<file path="src/rtl/kpdt_pkg.sv">
// ----------------------------------------------------------------------------
// kpdt_pkg
// Shared constants and types of the pulse distance keyboard transmitter.
// ----------------------------------------------------------------------------
package kpdt_pkg;

  localparam int QUEUE_DEPTH = 256;
  localparam int QA_W        = $clog2(QUEUE_DEPTH);
  localparam int QC_W        = $clog2(QUEUE_DEPTH + 1);

  localparam int KEY_BITS  = 64;
  localparam int KEY_W     = $clog2(KEY_BITS);
  localparam int CODE_W    = 6;
  localparam int DATA_BITS = CODE_W + 1;   // inverted shift plus code bits
  localparam int DI_W      = $clog2(DATA_BITS);

  localparam logic [3:0] GAP_ONE  = 4'd7;
  localparam logic [3:0] GAP_ZERO = 4'd5;
  localparam logic [3:0] GAP_TAIL = 4'd14;

  // request types
  localparam logic REQ_SCAN = 1'b0;
  localparam logic REQ_TICK = 1'b1;

  typedef struct packed {
    logic              load;
    logic              step;
    logic [CODE_W-1:0] code;
    logic              shift;
  } kpdt_frm_cmd_t;

  typedef struct packed {
    logic busy;
    logic level;
  } kpdt_frm_st_t;

endpackage

</file>
<file path="src/rtl/kpdt_ram.sv">
// ----------------------------------------------------------------------------
// kpdt_ram
// Simple dual port RAM, one write and one registered read port.
// ----------------------------------------------------------------------------
module kpdt_ram #(
  parameter int DEPTH = 256,
  parameter int WIDTH = 6
) (
  input  logic                     clk,
  input  logic                     we,
  input  logic [$clog2(DEPTH)-1:0] waddr,
  input  logic [WIDTH-1:0]         wdata,
  input  logic                     re,
  input  logic [$clog2(DEPTH)-1:0] raddr,
  output logic [WIDTH-1:0]         rdata
);

  logic [WIDTH-1:0] mem [DEPTH];

  always_ff @(posedge clk) begin
    if (we) begin
      mem[waddr] <= wdata;
    end
    if (re) begin
      rdata <= mem[raddr];
    end
  end

endmodule

</file>
<file path="src/rtl/kpdt_frame.sv">
// ----------------------------------------------------------------------------
// kpdt_frame
// Frame sequencer: walks start pulse, seven data bits and tail, one level
// per step.
// ----------------------------------------------------------------------------
module kpdt_frame
  import kpdt_pkg::*;
(
  input  logic          clk,
  input  logic          rst_n,
  input  kpdt_frm_cmd_t cmd,
  output kpdt_frm_st_t  st
);

  typedef enum logic [2:0] {
    F_START, F_GAP, F_PULSE, F_TGAP, F_TPULSE, F_LOW, F_DONE
  } frm_state_t;

  frm_state_t           state_r, state_nxt;
  logic [DATA_BITS-1:0] data_r, data_nxt;
  logic [DI_W-1:0]      bi_r, bi_nxt;
  logic [3:0]           gcnt_r, gcnt_nxt;
  logic [DI_W-1:0]      nb;

  assign nb = bi_r + DI_W'(1);

  always_comb begin
    state_nxt = state_r;
    data_nxt  = data_r;
    bi_nxt    = bi_r;
    gcnt_nxt  = gcnt_r;
    if (cmd.load) begin
      data_nxt  = {cmd.code, ~cmd.shift};
      bi_nxt    = '0;
      state_nxt = F_START;
    end else if (cmd.step) begin
      case (state_r)
        F_START: begin
          gcnt_nxt  = data_r[0] ? GAP_ONE : GAP_ZERO;
          bi_nxt    = '0;
          state_nxt = F_GAP;
        end
        F_GAP: begin
          gcnt_nxt = gcnt_r - 4'd1;
          if (gcnt_r == 4'd1) state_nxt = F_PULSE;
        end
        F_PULSE: begin
          if (bi_r == DI_W'(DATA_BITS - 1)) begin
            gcnt_nxt  = GAP_TAIL;
            state_nxt = F_TGAP;
          end else begin
            bi_nxt    = nb;
            gcnt_nxt  = data_r[nb] ? GAP_ONE : GAP_ZERO;
            state_nxt = F_GAP;
          end
        end
        F_TGAP: begin
          gcnt_nxt = gcnt_r - 4'd1;
          if (gcnt_r == 4'd1) state_nxt = F_TPULSE;
        end
        F_TPULSE: state_nxt = F_LOW;
        F_LOW:    state_nxt = F_DONE;
        default:  state_nxt = F_DONE;
      endcase
    end
  end

  always_ff @(posedge clk) begin
    if (!rst_n) begin
      state_r <= F_DONE;
    end else begin
      state_r <= state_nxt;
    end
    data_r <= data_nxt;
    bi_r   <= bi_nxt;
    gcnt_r <= gcnt_nxt;
  end

  always_comb begin
    st.busy = (state_r != F_DONE);
    case (state_r)
      F_START, F_PULSE, F_TPULSE: st.level = 1'b1;
      default:                    st.level = 1'b0;
    endcase
  end

endmodule

</file>
<file path="src/rtl/keyboard_pulse_distance_transmitter_unit.sv">
// ----------------------------------------------------------------------------
// keyboard_pulse_distance_transmitter_unit
// Key matrix scanner with a code queue in RAM and a pulse distance framer.
// ----------------------------------------------------------------------------
// Scan request: one key bit per cycle walked by the key counter; when a frame
//   starts, a queue RAM read state and then a load state follow.
// Tick request: a busy framer's level sits in the output register next cycle.
// A new request is taken while a result waits, when the output frees up.
// Reset clears pointers, count, previous matrix and framer; queue RAM is
//   not cleared, only written entries are ever read.
module keyboard_pulse_distance_transmitter_unit
  import kpdt_pkg::*;
(
  input  logic                clk,
  input  logic                rst_n,
  input  logic                in_valid,
  output logic                in_ready,
  input  logic                in_req_type,
  input  logic [KEY_BITS-1:0] in_key_matrix,
  input  logic                in_shift_line,
  output logic                out_valid,
  input  logic                out_ready,
  output logic                out_pulse_level
);

  typedef enum logic [1:0] {S_IDLE, S_SCAN, S_READ, S_LOAD} state_t;

  state_t              state_r, state_nxt;
  logic [KEY_BITS-1:0] prev_r, prev_nxt;
  logic [KEY_BITS-1:0] fresh_r, fresh_nxt;
  logic                shift_r, shift_nxt;
  logic [KEY_W-1:0]    k_r, k_nxt;
  logic [QA_W-1:0]     head_r, head_nxt;
  logic [QA_W-1:0]     tail_r, tail_nxt;
  logic [QC_W-1:0]     count_r, count_nxt;
  logic                sending_r, sending_nxt;
  logic                out_valid_r, out_valid_nxt;
  logic                out_level_r, out_level_nxt;

  logic              acc;
  logic              we;
  logic              re;
  logic [CODE_W-1:0] rdata;
  kpdt_frm_cmd_t     frm_cmd;
  kpdt_frm_st_t      frm_st;

  assign in_ready        = (state_r == S_IDLE) && (!out_valid_r || out_ready);
  assign acc             = in_valid && in_ready;
  assign out_valid       = out_valid_r;
  assign out_pulse_level = out_level_r;

  // pointer wrap that holds for any depth
  function automatic logic [QA_W-1:0] ptr_inc(input logic [QA_W-1:0] p);
    if (p == QA_W'(QUEUE_DEPTH - 1)) return '0;
    return p + QA_W'(1);
  endfunction

  always_comb begin
    state_nxt     = state_r;
    prev_nxt      = prev_r;
    fresh_nxt     = fresh_r;
    shift_nxt     = shift_r;
    k_nxt         = k_r;
    head_nxt      = head_r;
    tail_nxt      = tail_r;
    count_nxt     = count_r;
    sending_nxt   = sending_r;
    out_valid_nxt = out_valid_r && !out_ready;
    out_level_nxt = out_level_r;
    we            = 1'b0;
    re            = 1'b0;
    frm_cmd       = '0;
    frm_cmd.code  = rdata;
    frm_cmd.shift = shift_r;

    case (state_r)
      S_IDLE: begin
        if (acc) begin
          if (in_req_type == REQ_SCAN) begin
            fresh_nxt = in_key_matrix & ~prev_r;
            prev_nxt  = in_key_matrix;
            shift_nxt = in_shift_line;
            k_nxt     = '0;
            state_nxt = S_SCAN;
          end else if (frm_st.busy) begin
            // tick with levels left: emit one
            out_valid_nxt = 1'b1;
            out_level_nxt = frm_st.level;
            frm_cmd.step  = 1'b1;
          end else begin
            sending_nxt = 1'b0;
          end
        end
      end
      S_SCAN: begin
        // new key goes in unless the queue is full
        if (fresh_r[k_r] && (count_r < QC_W'(QUEUE_DEPTH))) begin
          we        = 1'b1;
          tail_nxt  = ptr_inc(tail_r);
          count_nxt = count_r + QC_W'(1);
        end
        k_nxt = k_r + KEY_W'(1);
        if (k_r == KEY_W'(KEY_BITS - 1)) begin
          state_nxt = (!sending_r && (count_nxt != '0)) ? S_READ : S_IDLE;
        end
      end
      S_READ: begin
        re        = 1'b1;
        state_nxt = S_LOAD;
      end
      S_LOAD: begin
        frm_cmd.load = 1'b1;
        head_nxt     = ptr_inc(head_r);
        count_nxt    = count_r - QC_W'(1);
        sending_nxt  = 1'b1;
        state_nxt    = S_IDLE;
      end
      default: state_nxt = S_IDLE;
    endcase
  end

  always_ff @(posedge clk) begin
    if (!rst_n) begin
      state_r     <= S_IDLE;
      prev_r      <= '0;
      head_r      <= '0;
      tail_r      <= '0;
      count_r     <= '0;
      sending_r   <= 1'b0;
      out_valid_r <= 1'b0;
    end else begin
      state_r     <= state_nxt;
      prev_r      <= prev_nxt;
      head_r      <= head_nxt;
      tail_r      <= tail_nxt;
      count_r     <= count_nxt;
      sending_r   <= sending_nxt;
      out_valid_r <= out_valid_nxt;
    end
    fresh_r     <= fresh_nxt;
    shift_r     <= shift_nxt;
    k_r         <= k_nxt;
    out_level_r <= out_level_nxt;
  end

  // code queue storage
  kpdt_ram #(
    .DEPTH (QUEUE_DEPTH),
    .WIDTH (CODE_W)
  ) u_queue (
    .clk   (clk),
    .we    (we),
    .waddr (tail_r),
    .wdata (CODE_W'(k_r)),
    .re    (re),
    .raddr (head_r),
    .rdata (rdata)
  );

  kpdt_frame u_frame (
    .clk   (clk),
    .rst_n (rst_n),
    .cmd   (frm_cmd),
    .st    (frm_st)
  );

  // queue never overfills
  a_count_max: assert property (@(posedge clk) disable iff (!rst_n)
    count_r <= QC_W'(QUEUE_DEPTH))
    else $error("queue count above depth");

  // a frame only starts from a non-empty queue while not sending
  a_load_ok: assert property (@(posedge clk) disable iff (!rst_n)
    (state_r == S_LOAD) |-> (count_r != '0) && !sending_r)
    else $error("frame load without code or while sending");

  // framer busy implies the sending flag
  a_busy_sending: assert property (@(posedge clk) disable iff (!rst_n)
    frm_st.busy |-> sending_r)
    else $error("framer busy while not sending");

  // an accepted tick with levels left yields a result
  a_tick_result: assert property (@(posedge clk) disable iff (!rst_n)
    (acc && (in_req_type == REQ_TICK) && frm_st.busy) |=> out_valid_r)
    else $error("tick lost its level");

  // an accepted scan starts the key walk from the first key
  a_scan_walk: assert property (@(posedge clk) disable iff (!rst_n)
    (acc && (in_req_type == REQ_SCAN)) |=> (state_r == S_SCAN) && (k_r == '0))
    else $error("scan did not start key walk");

endmodule
</file>
<file path="config.mk">
export PLATFORM = sky130hd
export DESIGN_NAME = keyboard_pulse_distance_transmitter_unit
export DESIGN_NICKNAME = d
export VERILOG_FILES = /design/src/rtl/kpdt_pkg.sv /design/src/rtl/kpdt_ram.sv /design/src/rtl/kpdt_frame.sv /design/src/rtl/keyboard_pulse_distance_transmitter_unit.sv
export SDC_FILE = /design/constraint.sdc
export NUM_CORES = 2
export LEC_CHECK = 0
export ABC_CLOCK_PERIOD_IN_PS = 6900
export BUFFER_PORTS_ARGS = -buffer_cell sky130_fd_sc_hd__buf_2
export CORE_ASPECT_RATIO = 0.5
export CORE_MARGIN = 3
export CORE_UTILIZATION = 60
export CTS_BUF_LIST = sky130_fd_sc_hd__clkbuf_4 sky130_fd_sc_hd__clkbuf_8
export DETAILED_ROUTE_END_ITERATION = 8
export HOLD_SLACK_MARGIN = 0.15
export PLACE_DENSITY = 0.75
export SYNTH_ARGS = -nofsm -noshare
export SYNTH_HDL_FRONTEND = slang
export SYNTH_SLANG_ARGS = --single-unit
</file>
<file path="constraint.sdc">
create_clock -name clk -period 6.9 [get_ports clk]
set_input_delay 1.38 -clock clk [delete_from_list [all_inputs] [get_ports clk]]
set_output_delay 1.38 -clock clk [all_outputs]
set_load 0.005 [all_outputs]
</file>
==> flow_metrics.env <==
export IMPL_status="complete, no violations"
export IMPL_r2r_cells=8
export IMPL_grt_max_degree=146
export IMPL_worst_slack_ps=1720
export IMPL_period_share_pct=75.0
export IMPL_drtIter0Drc=4247
export IMPL_cp_start_kind="flop"
export IMPL_wl_met3_mm=17.1
export IMPL_dr_pass1_iters=5
export IMPL_totalWireLength_mm=154
export IMPL_final_nets=3538
export IMPL_synthCells=3308
export IMPL_whs_ps=426
export IMPL_slew_limit_headroom_pct=13.4
export IMPL_fmax_ghz=0.193
export IMPL_r2r_slack_ps=1720
export IMPL_chipWidth_um=481
export IMPL_synthFlopType="edfxtp_1"
export IMPL_grt_use_total_pct=26.9
export IMPL_postCtsSetupBuffers=0
export IMPL_ctsHoldBuffers=0
export IMPL_synth_top_cell_by_area="edfxtp_1"
export IMPL_fin_skew_ps=40.5
export IMPL_wl_met2_mm=71.7
export IMPL_synth_most_common_cell="edfxtp_1"
export IMPL_pre_cts_ws_ps=1830
export IMPL_r2r_start="k_r[1]"
export IMPL_rows=86
export IMPL_yosys_warnings=0
export IMPL_ys_async_sr_fraction_pct=0
export IMPL_period_needed_ps=5180
export IMPL_numClockSinks=1724
export IMPL_netlist_area_mm2=0.0677
export IMPL_synth_edf_count=1625
export IMPL_hold_violations=0
export IMPL_finalSetupViolCount=0
export IMPL_port_buffers=72
export IMPL_numCtsBuffers=221
export IMPL_synthesis_nets=3390
export IMPL_clk_pin_slew_ps=70
export IMPL_ctsResizeCount=0
export IMPL_regToRegEndpoint="u_queue.mem[157][2]"
export IMPL_drtAntennaViolNets=0
export IMPL_dieHeight_um=244
export IMPL_synth_common_cells="edfxtp_1 (1,625), mux4_2 (517), nor2_1 (299)"
export IMPL_highest_layer="met5"
export IMPL_avgViaCountPerCell=6.55
export IMPL_crit_path_end_kind="flop"
export IMPL_tns_ps=0
export IMPL_instances_no_fill=5137
export IMPL_yosys_area_top_type_share_pct=72.0
export IMPL_worst_hold_path_num_cells=0
export IMPL_synthTopCellsByArea="edfxtp_1 (72%), mux4_2 (17%), dfxtp_1 (2.9%)"
export IMPL_grt_pass1_wl_mm=228
export IMPL_rsz0062_at_grt="no"
export IMPL_p_leak_nw=22.3
export IMPL_p_per_area_mw_per_mm2=266
export IMPL_ys_seq_area_share_pct=75.0
export IMPL_worstMarginPinSlew_ps=1300
export IMPL_worstPathRequired_ps=7420
export IMPL_utilization_pct=66.7
export IMPL_ios=73
export IMPL_final_max_slew_viol_count=0
export IMPL_worstHoldEndpoint="u_frame.data_r[2]"
export IMPL_gp_congestion=0.839
export IMPL_vdd_drop_max_mv=0.242
export IMPL_area_growth_pct=9.33
export IMPL_grt_ovfl_total=0
export IMPL_avgSynthCellArea_um2=20.5
export IMPL_avgRoutedWirePerCell_um=30.0
export IMPL_hold_start="u_queue.rdata[1]"
export IMPL_fin_area_mm2=0.0741
export IMPL_crit_fanout=28
export IMPL_cts_max_path_buffers=3
export IMPL_setup_worst_path_class="flop to flop"
export IMPL_place_inst=4729
export IMPL_p_total_mw=19.7
export IMPL_dp_hpwl_mm=90.9
export IMPL_yosys_cell_types_count=55
export IMPL_vias=33700
export IMPL_drc=0
export IMPL_crit_arrival_ps=5700
export IMPL_maxCapViolations=0
export IMPL_clk_latency_ps=930
export IMPL_wl_met1_mm=60.9
export IMPL_clockRootBuffer="clkbuf_8"
export IMPL_cts_tree="built"
export IMPL_post_dp_cell_area_mm2=0.0696
export IMPL_antenna_found_initial=4
export IMPL_grt_pass1_vias=33200
export IMPL_cts_htree_levels=4
export IMPL_hp_class="flop to flop"
export IMPL_synth_seq_cells=1724
export IMPL_dieArea_mm2=0.117
export IMPL_core_mm2=0.111
export IMPL_drive_gt1_share_pct=28.0
export IMPL_start_util_pct=61.0
## sequential cells by signal, indices dropped and copies added (netlist names), 4 cells and up, named ones only
| name | flops |
|---|---|
| u_queue.mem | 1536 |
| fresh_r | 64 |
| prev_r | 64 |
| count_r | 9 |
| head_r | 8 |
| tail_r | 8 |
| u_frame.data_r | 7 |
| k_r | 6 |
| u_queue.rdata | 6 |
| u_frame.gcnt_r | 4 |
## metal layers
metal | vias to the layer above | track usage, %
met3 | 254 | 6.82
met1 | 17500 | 40.4
met4 | 6 | 8.65
met2 | 2143 | 39.7
met5 | - | 0
li1 | 13800 | -
## worst max-delay path by stage
stage,from,endpoint,slack (ps),cells after the start
floorplan,k_r[0],u_queue.mem[108][0],570,11
global placement,k_r[1],u_queue.mem[189][1],2080,8
detailed placement,k_r[1],u_queue.mem[157][0],1830,8
CTS,k_r[1],u_queue.mem[157][2],1810,8
global route,k_r[1],u_queue.mem[157][5],1500,8
finish,k_r[1],u_queue.mem[157][2],1720,8
## cells by family (layout without fill, tap and decap cells)
group	count (synthesis)	after routing	share of synthesized area, %
AO/OA/AOI/OAI	152	152	1.32
XOR/XNOR	18	18	0.233
adder cells (fa/ha/maj)	12	12	0.222
buffers and inverters	211	542	1.41
flip-flops	1724	1724	75.0
multiplexers	539	539	17.5
other	0	2	0
AND/OR/NAND/NOR	652	652	4.33
## critical path, cell delays in order (launching register included)
cell	delay, ps
edfxtp_1	1210
mux4_2	400
mux2i_1	100
a32oi_1	260
nand4_1	330
a21oi_2	230
buf_4	310
nand3_2	1020
nor2_1	900
## layout make-up
type	count	area, um2
diodes	2	5.00
inverters	13	51.3
fillers	6870	37000
clock inverters	108	768
clock buffers	298	3680
repair buffers	123	856
well taps	1496	1870
flip-flops and latches	1724	50800
multi-input cells	1373	16000
## power by group
| group | switching, mW | internal, mW |
|---|---|---|
| combinational | 0.433 | 0.104 |
| clock | 3.66 | 3.87 |
| sequential | 0.0308 | 11.6 |
| total | 4.13 | 15.6 |
## cells in the final DEF, fill, tap and decap left out, types with 25 or more instances in the layout
master and n:
edfxtp_1 1625, a21oi_1 86, clkbuf_4 67, dfxtp_1 93, nor2_1 299, clkbuf_8 231, nand3_1 25, clkinv_1 56
mux4_2 517, nor2b_1 83, buf_4 42, nand2_1 170, buf_2 72, clkinv_2 33
Power figures use the tool's default switching activity.
